### src/sv/quadrature_encoder_with_debounce_unit_assert.svh
// ============================================================================
// Quadrature encoder unit assertion macros
// Concurrent assertion wrappers clocked on clock and disabled during reset.
// ============================================================================
`ifndef QUADRATURE_ENCODER_WITH_DEBOUNCE_UNIT_ASSERT_SVH
`define QUADRATURE_ENCODER_WITH_DEBOUNCE_UNIT_ASSERT_SVH

`ifndef SYNTHESIS

`define QEDU_ASSERT_SAME(label, ante, cons) \
   label: assert property (@(posedge clock) disable iff (reset) (ante) |-> (cons)) \
      else $error("assertion failed: label");

`define QEDU_ASSERT_NEXT(label, ante, cons) \
   label: assert property (@(posedge clock) disable iff (reset) (ante) |=> (cons)) \
      else $error("assertion failed: label");

`else

`define QEDU_ASSERT_SAME(label, ante, cons)

`define QEDU_ASSERT_NEXT(label, ante, cons)

`endif

`endif

### src/sv/qedu_pkg.sv
// ============================================================================
// Quadrature encoder unit package
// Codes, widths and reset values shared by the encoder unit.
// ============================================================================
`default_nettype none

package qedu_pkg;

   localparam int REQ_DATA_W = 40;
   localparam int RSP_DATA_W = 72;
   localparam int CSR_DATA_W = 16;
   localparam int CSR_INDEX_W = 2;

   typedef enum logic [2:0] {
      ACT_ENCODER     = 3'd0,
      ACT_BUTTON      = 3'd1,
      ACT_TAKE_DIFF   = 3'd2,
      ACT_TAKE_BUTTON = 3'd3,
      ACT_RESET_COUNT = 3'd4
   } action_type;

   typedef enum logic [1:0] {
      EV_NONE   = 2'd0,
      EV_CW     = 2'd1,
      EV_CCW    = 2'd2,
      EV_BUTTON = 2'd3
   } event_type;

   localparam logic [CSR_INDEX_W-1:0] CSR_STEPS_PER_COUNT = 2'd0;
   localparam logic [CSR_INDEX_W-1:0] CSR_MIN_PULSE_GAP   = 2'd1;
   localparam logic [CSR_INDEX_W-1:0] CSR_BUTTON_DEBOUNCE = 2'd2;

   localparam logic [4:0]  STEPS_MIN         = 5'd1;
   localparam logic [4:0]  STEPS_MAX         = 5'd16;
   localparam logic [4:0]  STEPS_RESET       = 5'd4;
   localparam logic [15:0] GAP_RESET         = 16'd1000;
   localparam logic [19:0] US_PER_MS         = 20'd1000;
   localparam logic [19:0] DEBOUNCE_US_RESET = 20'd50000;

endpackage

`default_nettype wire

### src/sv/quadrature_encoder_with_debounce_unit.sv
// ============================================================================
// Quadrature encoder with debounce
// Decodes timestamped encoder and button events and answers count queries.
// ============================================================================
// Every word is held in the input register and then moves to the result
// register, which presents its result; the move waits while the result
// register holds a result not yet taken. A new word is taken in every cycle
// while the result side keeps up. The rate is set by the single pass through
// the update logic, which reads and writes the step, press and stamp state in
// the same cycle. The debounce window is held in microseconds, converted once
// when the register is written.
`default_nettype none

`include "quadrature_encoder_with_debounce_unit_assert.svh"

module quadrature_encoder_with_debounce_unit (
   input  wire logic                              clock,
   input  wire logic                              reset,
   // action[2:0], time_us[34:3], level_a[35], level_b[36], zero padding
   input  wire logic [qedu_pkg::REQ_DATA_W-1:0]   req_tdata,
   input  wire logic                              req_tvalid,
   output logic                                   req_tready,
   // event_res[1:0], position[33:2], delta[65:34], pressed[66],
   // latest_event[68:67], zero padding
   output logic [qedu_pkg::RSP_DATA_W-1:0]        rsp_tdata,
   output logic                                   rsp_tvalid,
   input  wire logic                              rsp_tready,
   input  wire logic                              csr_we,
   input  wire logic [qedu_pkg::CSR_INDEX_W-1:0]  csr_index,
   input  wire logic [qedu_pkg::CSR_DATA_W-1:0]   csr_wdata
);
   import qedu_pkg::*;

   logic        in_valid_ff;
   action_type  in_action_ff;
   logic [31:0] in_time_ff;
   logic        in_a_ff;
   logic        in_b_ff;

   logic [4:0]  steps_ff;
   logic [15:0] gap_ff;
   logic [19:0] debounce_us_ff;

   logic        prev_a_ff, prev_a_in;
   logic [4:0]  tally_ff, tally_in;
   logic [31:0] total_ff, total_in;
   logic [31:0] delta_ff, delta_in;
   logic        press_ff, press_in;
   event_type   recent_ff, recent_in;
   logic [31:0] step_stamp_ff, step_stamp_in;
   logic [31:0] press_stamp_ff, press_stamp_in;

   logic        out_valid_ff;
   event_type   out_event_ff, out_event_in;
   logic [31:0] out_delta_in;
   logic        out_press_in;
   logic [31:0] out_total_ff;
   logic [31:0] out_delta_ff;
   logic        out_press_ff;
   event_type   out_recent_ff;

   logic        advance;
   logic [31:0] step_gap;
   logic [31:0] press_gap;
   logic [4:0]  tally_inc;
   logic        steps_ok;

   assign advance    = !out_valid_ff || rsp_tready;
   assign req_tready = !in_valid_ff || advance;
   assign step_gap   = in_time_ff - step_stamp_ff;
   assign press_gap  = in_time_ff - press_stamp_ff;
   assign tally_inc  = tally_ff + 5'd1;
   assign steps_ok   = (csr_wdata[4:0] >= STEPS_MIN) && (csr_wdata[4:0] <= STEPS_MAX);

   always_ff @(posedge clock) begin
      if (reset) begin
         in_valid_ff <= 1'b0;
      end else if (req_tready) begin
         in_valid_ff <= req_tvalid;
      end
      if (req_tready && req_tvalid) begin
         in_action_ff <= action_type'(req_tdata[2:0]);
         in_time_ff   <= req_tdata[34:3];
         in_a_ff      <= req_tdata[35];
         in_b_ff      <= req_tdata[36];
      end
   end

   always_comb begin
      prev_a_in      = prev_a_ff;
      tally_in       = tally_ff;
      total_in       = total_ff;
      delta_in       = delta_ff;
      press_in       = press_ff;
      recent_in      = recent_ff;
      step_stamp_in  = step_stamp_ff;
      press_stamp_in = press_stamp_ff;
      out_event_in   = EV_NONE;
      out_delta_in   = delta_ff;
      out_press_in   = press_ff;
      unique case (in_action_ff)
         ACT_ENCODER: begin
            if (step_gap >= {16'd0, gap_ff}) begin
               prev_a_in = in_a_ff;
               if (prev_a_ff && !in_a_ff) begin
                  tally_in = tally_inc;
                  if (tally_inc >= steps_ff) begin
                     tally_in      = 5'd0;
                     step_stamp_in = in_time_ff;
                     if (in_b_ff) begin
                        total_in     = total_ff + 32'd1;
                        delta_in     = delta_ff + 32'd1;
                        out_event_in = EV_CW;
                     end else begin
                        total_in     = total_ff - 32'd1;
                        delta_in     = delta_ff - 32'd1;
                        out_event_in = EV_CCW;
                     end
                     recent_in = out_event_in;
                  end
               end
            end
            out_delta_in = delta_in;
         end
         ACT_BUTTON: begin
            if (press_gap >= {12'd0, debounce_us_ff}) begin
               press_stamp_in = in_time_ff;
               press_in       = 1'b1;
               recent_in      = EV_BUTTON;
               out_event_in   = EV_BUTTON;
            end
            out_press_in = press_in;
         end
         ACT_TAKE_DIFF: begin
            delta_in = 32'd0;
         end
         ACT_TAKE_BUTTON: begin
            press_in = 1'b0;
         end
         ACT_RESET_COUNT: begin
            total_in     = 32'd0;
            delta_in     = 32'd0;
            out_delta_in = 32'd0;
         end
         default: begin
         end
      endcase
   end

   always_ff @(posedge clock) begin
      if (reset) begin
         steps_ff       <= STEPS_RESET;
         gap_ff         <= GAP_RESET;
         debounce_us_ff <= DEBOUNCE_US_RESET;
         prev_a_ff      <= 1'b1;
         tally_ff       <= 5'd0;
         total_ff       <= 32'd0;
         delta_ff       <= 32'd0;
         press_ff       <= 1'b0;
         recent_ff      <= EV_NONE;
         step_stamp_ff  <= 32'd0;
         press_stamp_ff <= 32'd0;
         out_valid_ff   <= 1'b0;
      end else begin
         if (advance) begin
            out_valid_ff <= in_valid_ff;
         end
         if (advance && in_valid_ff) begin
            prev_a_ff      <= prev_a_in;
            tally_ff       <= tally_in;
            total_ff       <= total_in;
            delta_ff       <= delta_in;
            press_ff       <= press_in;
            recent_ff      <= recent_in;
            step_stamp_ff  <= step_stamp_in;
            press_stamp_ff <= press_stamp_in;
         end
         if (csr_we) begin
            unique case (csr_index)
               CSR_STEPS_PER_COUNT: begin
                  if (steps_ok) begin
                     steps_ff <= csr_wdata[4:0];
                     tally_ff <= 5'd0;
                  end
               end
               CSR_MIN_PULSE_GAP: begin
                  gap_ff <= csr_wdata;
               end
               CSR_BUTTON_DEBOUNCE: begin
                  debounce_us_ff <= 20'(20'(csr_wdata[9:0]) * US_PER_MS);
               end
               default: begin
               end
            endcase
         end
      end
   end

   always_ff @(posedge clock) begin
      if (advance && in_valid_ff) begin
         out_event_ff  <= out_event_in;
         out_total_ff  <= total_in;
         out_delta_ff  <= out_delta_in;
         out_press_ff  <= out_press_in;
         out_recent_ff <= recent_in;
      end
   end

   assign rsp_tvalid = out_valid_ff;
   assign rsp_tdata  = {3'd0, out_recent_ff, out_press_ff, out_delta_ff, out_total_ff,
                        out_event_ff};

   `QEDU_ASSERT_SAME(tally_below_divider, 1'b1, tally_ff < steps_ff)
   `QEDU_ASSERT_SAME(event_sets_latest, rsp_tvalid && out_event_ff != EV_NONE,
                     out_recent_ff == out_event_ff)
   `QEDU_ASSERT_NEXT(reset_count_clears, advance && in_valid_ff && in_action_ff == ACT_RESET_COUNT,
                     total_ff == 32'd0 && out_total_ff == 32'd0 && out_delta_ff == 32'd0)
   `QEDU_ASSERT_NEXT(step_moves_stamp, advance && in_valid_ff && out_event_in == EV_CW,
                     step_stamp_ff == $past(in_time_ff))

endmodule

`default_nettype wire

### config.mk
export PLATFORM = sky130hd
export DESIGN_NAME = quadrature_encoder_with_debounce_unit
export DESIGN_NICKNAME = d
export VERILOG_FILES = /design/src/sv/qedu_pkg.sv /design/src/sv/quadrature_encoder_with_debounce_unit.sv
export VERILOG_INCLUDE_DIRS = /design/src /design/src/sv
export SDC_FILE = /design/constraint.sdc
export NUM_CORES = 1
export LEC_CHECK = 0
export BUFFER_PORTS_ARGS = -buffer_cell sky130_fd_sc_hd__buf_2
export CAP_MARGIN = 5
export CORE_MARGIN = 5
export CORE_UTILIZATION = 56
export DETAILED_ROUTE_END_ITERATION = 7
export PLACE_DENSITY = 0.84
export SETUP_SLACK_MARGIN = 0.5
export SLEW_MARGIN = 20
export SYNTH_ARGS = -nofsm -noshare
export SYNTH_HDL_FRONTEND = slang
export SYNTH_SLANG_ARGS = --single-unit
### constraint.sdc
create_clock -name clock -period 4.6 [get_ports clock]
set_clock_uncertainty 0.15 [all_clocks]
set_input_delay 0.23 -clock clock [delete_from_list [all_inputs] [get_ports clock]]
set_output_delay 0.23 -clock clock [all_outputs]
set_load 0.01 [all_outputs]
== Word level (Yosys, flattened, before mapping) ==
Index checks and enable logic that the tools add are counted.

* Output and inout bits: 74
* Bits of input ports: 63
* Word-level logic and storage cells: 96
* Register bits: 283

* $add $sub $neg: 7
* $lt $le $gt $ge: 5
* Muxes and demuxes: 33
* $mul: 1
* Equality and inequality tests: 6
* Reductions and logical operators: 22

{| class="wikitable"
|+ Operators by type and width
! cell !! count
|-
| 32-bit 2-to-1 mux || 8
|-
| 32-bit case mux with 2 select lines || 3
|-
| 32-bit by 1-bit adder with 32-bit output (second input constant) || 2
|-
| 32-bit by 1-bit subtractor with 32-bit output (second input constant) || 2
|-
| 32-bit subtractor || 2
|-
| 5-bit 2-to-1 mux || 8
|-
| 32-bit by 16-bit greater-or-equal comparator with 1-bit output || 1
|-
| 32-bit by 20-bit greater-or-equal comparator with 1-bit output || 1
|-
| 2-bit 2-to-1 mux || 9
|-
| 10-bit by 7-bit multiplier with 17-bit output (second input constant) || 1
|-
| 3-bit AND reduction || 3
|-
| 2-bit case mux with 2 select lines || 2
|-
| 2-bit AND reduction || 4
|-
| 3-bit by 2-bit equality test with 1-bit output (second input constant) || 2
|-
| 5-bit by 1-bit adder with 5-bit output (second input constant) || 1
|-
| 5-bit by 1-bit greater-or-equal comparator with 1-bit output (second input constant) || 1
|-
| 5-bit greater-or-equal comparator || 1
|-
| 5-bit <= comparator (second input constant) || 1
|-
| 5-bit AND reduction || 1
|-
| 1-bit logical AND || 4
|-
| 2-bit nonzero test || 2
|-
| 3-bit by 1-bit equality test with 1-bit output (second input constant) || 1
|-
| 3-bit equality test (second input constant) || 1
|-
| 1-bit zero test || 3
|-
| other kinds (8) || 10
|}

== Depth between registers and ports, before layout ==
* Depth after elaboration: 10
* Mapped depth: 24
* Depth with buffers taken out: 22

== Least setup slack after synthesis ==
OpenSTA, ideal clock, no wires.

* Path type: reg-to-reg
* From: register in_time_ff[0]
* To: register out_delta_ff[4], data pin
* Path buffers: 1
* Arrival: 4687 ps
* Path slack: -369 ps
* Stages on the path, launching flop included: 20
* Period minus slack after synthesis: 4969 ps
* Required time: 4318 ps
* Setup time: 132 ps
* Cell sequence: edfxtp_1 > inv_1 > ha_1 > fa_1 > nand2b_1 > a211oi_1 > o211ai_1 > o31ai_1 > xor2_1 > ha_1 > a21o_1 > a21oi_1 > o311ai_0 > nand4bb_1 > a2111oi_2 > nand4_1 > or4_4 > o311ai_4 > buf_6 > a22o_1

* Longest elaborated chain between the ends: 4

{| class="wikitable"
|+ RTL lines
! element !! line !! text
|-
| start: declaration || quadrature_encoder_with_debounce_unit.sv:36 || <nowiki>logic [31:0] in_time_ff;</nowiki>
|-
| start signal: assignment || quadrature_encoder_with_debounce_unit.sv:83 || <nowiki>in_time_ff <= req_tdata[34:3];</nowiki>
|-
| 32-bit subtractor || quadrature_encoder_with_debounce_unit.sv:70 || <nowiki>assign step_gap = in_time_ff - step_stamp_ff;</nowiki>
|-
| 32-bit by 16-bit greater-or-equal comparator with 1-bit output || quadrature_encoder_with_debounce_unit.sv:103 || <nowiki>if (step_gap >= {16'd0, gap_ff}) begin</nowiki>
|-
| 32-bit 2-to-1 mux || quadrature_encoder_with_debounce_unit.sv:103 ||
|-
| 32-bit case mux with 2 select lines || quadrature_encoder_with_debounce_unit.sv:101 || <nowiki>unique case (in_action_ff)</nowiki>
|-
| net out_delta_in[4] || quadrature_encoder_with_debounce_unit.sv:55 || <nowiki>logic [31:0] out_delta_in;</nowiki>
|-
| end signal: assignment || quadrature_encoder_with_debounce_unit.sv:203 || <nowiki>out_delta_ff <= out_delta_in;</nowiki>
|-
| end: declaration || quadrature_encoder_with_debounce_unit.sv:58 || <nowiki>logic [31:0] out_delta_ff;</nowiki>
|}

The timed path passes the listed nets, and every way through them passes these cells.
A chain may end at the register's enable or synchronous reset.

== Worst setup path after layout ==
* From: register in_time_ff[4]
* To: register out_total_ff[14], data pin

* Longest elaborated chain between the ends: 4

{| class="wikitable"
|+ RTL lines
! element !! line !! text
|-
| 32-bit subtractor || quadrature_encoder_with_debounce_unit.sv:70 ||
|-
| 32-bit by 16-bit greater-or-equal comparator with 1-bit output || quadrature_encoder_with_debounce_unit.sv:103 ||
|-
| 32-bit 2-to-1 mux || quadrature_encoder_with_debounce_unit.sv:103 ||
|-
| 32-bit case mux with 2 select lines || quadrature_encoder_with_debounce_unit.sv:101 ||
|-
| net total_in[14] || quadrature_encoder_with_debounce_unit.sv:46 || <nowiki>logic [31:0] total_ff, total_in;</nowiki>
|-
| end signal: assignment || quadrature_encoder_with_debounce_unit.sv:202 || <nowiki>out_total_ff <= total_in;</nowiki>
|-
| end: declaration || quadrature_encoder_with_debounce_unit.sv:57 || <nowiki>logic [31:0] out_total_ff;</nowiki>
|}

The timed path passes the listed nets, and every way through them passes these cells.

==> impl_metrics.prom <==
# TYPE chip_impl_metric gauge
chip_impl_info{name="worstHoldPathType",value="in2reg"} 1
chip_impl_info{name="ctsRootBufferMaster",value="sky130_fd_sc_hd__clkbuf_16"} 1
chip_impl_metric{name="drt-vias-per-instance",unit=""} 6.42
chip_impl_metric{name="grt_pass1_vias",unit=""} 19000
chip_impl_metric{name="final_worst_path_period_share",unit="%"} 113
chip_impl_metric{name="io_pins",unit=""} 137
chip_impl_metric{name="r2r_slack",unit="ns"} -0.60
chip_impl_info{name="layout_common_cells",value="sky130_fd_sc_hd__ha_1, sky130_fd_sc_hd__dfxtp_1, sky130_fd_sc_hd__buf_4"} 1
chip_impl_metric{name="finalMaxSlewViolations",unit=""} 0
chip_impl_metric{name="routed_wl",unit="µm"} 65700
chip_impl_metric{name="buffer_ports.inserted",unit=""} 130
chip_impl_metric{name="mapped_avg_cell_area",unit="µm²"} 9.01
chip_impl_metric{name="htreeDepth",unit=""} 1
chip_impl_info{name="min-delay-start",value="csr_wdata[7]"} 1
chip_impl_metric{name="max_freq",unit="MHz"} 192
chip_impl_metric{name="final-hold-violation-count",unit=""} 0
chip_impl_metric{name="layout.core_utilization",unit="%"} 75.8
chip_impl_metric{name="synth-edff-count",unit=""} 106
chip_impl_metric{name="groute.layer.met2.usage",unit="%"} 53.6
chip_impl_metric{name="layout.area.seq",unit="µm²"} 6730
chip_impl_metric{name="synth_async_sr_flop_share",unit="%"} 0
chip_impl_metric{name="seq_area_frac_synth",unit="%"} 34.0
chip_impl_metric{name="diodes_inserted",unit=""} 0
chip_impl_metric{name="path_max_fanout",unit=""} 20
chip_impl_metric{name="starting_density_of_the_core",unit="%"} 57.0
chip_impl_metric{name="yosysUniqueCellTypes",unit=""} 81
chip_impl_metric{name="final.setup.worst_slack",unit="ns"} -0.597
chip_impl_metric{name="worst_ep_arrival_time",unit="ns"} 5.40
chip_impl_metric{name="drv_cap",unit=""} 0
chip_impl_metric{name="drtIter0Drc",unit=""} 2025
chip_impl_metric{name="core-area",unit="µm²"} 34700
chip_impl_metric{name="syn_inst",unit=""} 2196
chip_impl_metric{name="cts.reportedPaths.clkPinSlew",unit="ns"} 0.07
chip_impl_metric{name="gp_congestion",unit=""} 0.961
chip_impl_info{name="worst_r2r_endpoint",value="out_total_ff[14]"} 1
chip_impl_info{name="timing.rr.start",value="in_time_ff[4]"} 1
chip_impl_metric{name="yosys_register_bits",unit=""} 283
chip_impl_metric{name="design.die.area",unit="µm²"} 39200
chip_impl_metric{name="stdcell_area",unit="µm²"} 26300
chip_impl_metric{name="hold_path_depth",unit=""} 3
chip_impl_metric{name="num-nets-final",unit=""} 2877
chip_impl_metric{name="tightestPinTransition",unit="ns"} 1.12
chip_impl_metric{name="power_density",unit="nW/µm²"} 287
chip_impl_metric{name="slew-limit-headroom",unit="%"} 25.1
chip_impl_metric{name="drc",unit=""} 0
chip_impl_metric{name="fillerInstances",unit=""} 2140
chip_impl_metric{name="globalRouteMet1Util",unit="%"} 34.8
chip_impl_metric{name="cts_inserted_buffers",unit=""} 31
chip_impl_metric{name="drtPass1Iterations",unit=""} 6
chip_impl_metric{name="insertion_delay",unit="ns"} 0.61
chip_impl_metric{name="synth_area",unit="µm²"} 19800
chip_impl_metric{name="drive_above_1_share",unit="%"} 25.3
chip_impl_metric{name="timing.reg2reg.worst_path_depth",unit=""} 23
chip_impl_info{name="synthFlopType",value="sky130_fd_sc_hd__dfxtp_1"} 1
chip_impl_metric{name="die_width",unit="µm"} 198
chip_impl_info{name="critical_path_class",value="reg2reg"} 1
chip_impl_info{name="layout_commonest_cell",value="sky130_fd_sc_hd__ha_1"} 1
chip_impl_metric{name="dp_hpwl",unit="µm"} 39200
chip_impl_metric{name="vias",unit=""} 19600
chip_impl_metric{name="data_required_time_at_the_worst_endpoint",unit="ns"} 4.80
chip_impl_info{name="tritoncts",value="yes"} 1
chip_impl_metric{name="cts_buffer_depth",unit=""} 3
chip_impl_metric{name="antenna_found_initial",unit=""} 0
chip_impl_metric{name="power.ir.vdd_worst",unit="V"} 0.000422
chip_impl_metric{name="global_router_s_overall_resource_usage",unit="%"} 29.3
chip_impl_metric{name="use_met3",unit="%"} 3.73
chip_impl_metric{name="largest_net_degree_at_the_start_of_global_routing",unit=""} 97
chip_impl_info{name="status",value="finished with violations"} 1
chip_impl_info{name="most_utilized_layer_in_the_global_route_result",value="met2"} 1
chip_impl_metric{name="routedWlPerCell",unit="µm"} 21.5
chip_impl_metric{name="globalRouteOverflowTotal",unit=""} 0
chip_impl_metric{name="die_h",unit="µm"} 198
chip_impl_metric{name="fp_rows",unit=""} 68
chip_impl_info{name="critical_path.endpoint_type",value="flip-flop"} 1
chip_impl_metric{name="yosysWarningCount",unit=""} 0
chip_impl_metric{name="multi_input_comb_area",unit="µm²"} 13300
chip_impl_metric{name="areaGrowthSynthToFinish",unit="%"} 32.9
chip_impl_metric{name="clkSinkCount",unit=""} 283
chip_impl_metric{name="placed_cell_area",unit="µm²"} 22200
chip_impl_metric{name="finalSetupViolations",unit=""} 206
chip_impl_info{name="unrepaired_setup_endpoints_after_global_routing",value="yes"} 1
chip_impl_info{name="failing_checks",value="negative setup slack"} 1
chip_impl_metric{name="cellLeakagePower",unit="nW"} 10.8
chip_impl_metric{name="antenna_violating_nets_post_route",unit=""} 0
chip_impl_info{name="critPathLaunchType",value="flip-flop"} 1
chip_impl_metric{name="finalWorstPathRequiredPeriod",unit="ns"} 5.20
chip_impl_info{name="hold_end",value="gap_ff[7]"} 1
chip_impl_metric{name="grt_first_pass_wirelength",unit="µm"} 94900
## critical path, cell delays in order (launching register included)
cell and delay (ns):
sky130_fd_sc_hd__edfxtp_1 0.42, sky130_fd_sc_hd__buf_4 0.17, sky130_fd_sc_hd__ha_1 0.23, sky130_fd_sc_hd__a21oi_2 0.21, sky130_fd_sc_hd__nor3_1 0.11, sky130_fd_sc_hd__a211oi_2 0.35
sky130_fd_sc_hd__nand2_1 0.12, sky130_fd_sc_hd__a31oi_1 0.24, sky130_fd_sc_hd__xnor2_1 0.15, sky130_fd_sc_hd__ha_1 0.26, sky130_fd_sc_hd__o2111ai_1 0.23, sky130_fd_sc_hd__nand2b_1 0.15
sky130_fd_sc_hd__o221ai_1 0.10, sky130_fd_sc_hd__nand4bb_1 0.22, sky130_fd_sc_hd__a2111oi_2 0.21, sky130_fd_sc_hd__nand4_1 0.17, sky130_fd_sc_hd__buf_4 0.17, sky130_fd_sc_hd__buf_6 0.10
sky130_fd_sc_hd__buf_6 0.11, sky130_fd_sc_hd__nor4_4 0.29, sky130_fd_sc_hd__buf_4 0.21, sky130_fd_sc_hd__a211oi_4 0.12, sky130_fd_sc_hd__buf_12 0.20, sky130_fd_sc_hd__a22o_1 0.23
## cell usage after synthesis (7+ instances only)
cell	n	share of area, %
sky130_fd_sc_hd__ha_1	208	13
sky130_fd_sc_hd__a21oi_1	202	5.1
sky130_fd_sc_hd__nand2_1	181	3.4
sky130_fd_sc_hd__dfxtp_1	177	18
sky130_fd_sc_hd__inv_1	158	3.0
sky130_fd_sc_hd__nor2_1	149	2.8
sky130_fd_sc_hd__o21ai_0	119	3.0
sky130_fd_sc_hd__a22o_1	109	4.8
sky130_fd_sc_hd__edfxtp_1	106	16
sky130_fd_sc_hd__xnor2_1	79	3.5
sky130_fd_sc_hd__nand3_1	69	1.7
sky130_fd_sc_hd__clkbuf_1	51	0.97
sky130_fd_sc_hd__a21o_1	50	1.9
sky130_fd_sc_hd__mux2i_1	41	2.1
sky130_fd_sc_hd__xor2_1	36	1.6
sky130_fd_sc_hd__fa_1	34	3.4
sky130_fd_sc_hd__nor3_1	34	0.86
sky130_fd_sc_hd__nand2b_1	30	0.95
sky130_fd_sc_hd__o211ai_1	29	1.1
sky130_fd_sc_hd__buf_2	24	0.61
sky130_fd_sc_hd__nand4_1	23	0.73
sky130_fd_sc_hd__o21a_1	22	0.83
sky130_fd_sc_hd__a211oi_1	19	0.72
sky130_fd_sc_hd__a31oi_1	19	0.60
sky130_fd_sc_hd__nor2b_1	18	0.57
sky130_fd_sc_hd__and3_1	14	0.44
sky130_fd_sc_hd__nor4_1	11	0.35
sky130_fd_sc_hd__o21bai_1	11	0.42
sky130_fd_sc_hd__and2_1	9	0.28
sky130_fd_sc_hd__o21ai_1	9	0.23
sky130_fd_sc_hd__o31ai_1	9	0.34
sky130_fd_sc_hd__buf_1	8	0.15
sky130_fd_sc_hd__or3_1	8	0.25
sky130_fd_sc_hd__buf_6	7	0.40
## layer usage
metal	share of wire [%]	up-vias	wire length (µm)
met2	50	1098	32600
met5	0	-	0
met1	36	9360	23900
met3	8.0	353	5230
met4	6.0	0	3970
li1	-	8764	-
## kinds of logic (layout without fill, tap and decap cells)
| family | Yosys count | count (layout) | share of synthesized area [%] |
|---|---|---|---|
| DFF | 283 | 283 | 34.0 |
| adders and majority gates | 242 | 242 | 16.6 |
| and+or+nand+nor | 573 | 573 | 13.5 |
| other | 1 | 3 | 0.0190 |
| muxes | 44 | 44 | 2.25 |
| buffers and inverters | 257 | 655 | 5.41 |
| AOI/OAI and AO/OA | 681 | 681 | 23.1 |
| xor gates and xnor gates | 115 | 115 | 5.09 |
## sequential cells by signal, summed over array words and instances, names as in the netlist, 2 cells and up
| signal | flops |
|---|---|
| recent_ff | 2 |
| in_action_ff | 3 |
| in_time_ff | 32 |
| gap_ff | 16 |
| out_event_ff | 2 |
| tally_ff | 5 |
| out_recent_ff | 2 |
| out_total_ff | 32 |
| step_stamp_ff | 32 |
| delta_ff | 32 |
| out_delta_ff | 32 |
| debounce_us_ff | 17 |
| steps_ff | 5 |
| press_stamp_ff | 32 |
| total_ff | 32 |
## final cells by class
cell class	count	area share [%]
multi-input combinational	1658	50.7
sequential	283	25.6
timing repair buffer	439	15.3
clock buffer	45	3.50
inverter	159	2.28
tap	455	2.16
clock inverter	12	0.514
## worst max path at each step
| stage | startpoint | to | depth (start not counted) |
|---|---|---|---|
| 5_1_grt | in_time_ff[0] | out_total_ff[14] | 23 |
| 2_1_floorplan | in_time_ff[0] | out_delta_ff[30] | 19 |
| 3_5_place_dp | in_time_ff[5] | out_total_ff[2] | 19 |
| 6_report | in_time_ff[4] | out_total_ff[14] | 23 |
| 4_1_cts | in_time_ff[0] | out_delta_ff[8] | 21 |
| 3_3_place_gp | in_time_ff[5] | out_total_ff[6] | 19 |
## per-stage QoR
step	worst slack, ns	hold slack [ns]	TNS (ns)	total power [mW]	std cells
after global routing	-0.797	0.0825	-133.63	7.87	3051
final	-0.597	0.0286	-93.54	7.56	3051
after detailed placement	-0.541	0.258	-82.14	4.68	2856
after floorplan	-0.184	0.179	-19.64	4.14	2198
after CTS	-0.324	0.00815	-45.25	7.37	3024
after global placement	-0.384	0.257	-56.66	4.60	2856
## power by group
group	internal (mW)	switching, mW
combinational	1.00	1.23
clock	1.51	1.09
sequential	2.68	0.0564
## what timing repair did
| action | 4_1_cts | 5_1_grt |
|---|---|---|
| cloned | 19 | 3 |
| gates resized for setup | 157 | 130 |
| hold buffers | 57 | 0 |
| hold endpoints to repair | 59 | 0 |
| pin swaps | 90 | 59 |
| setup buffers | 35 | 23 |
| endpoints found under the setup margin | 206 | 210 |
(Power assumes the default switching activity.)
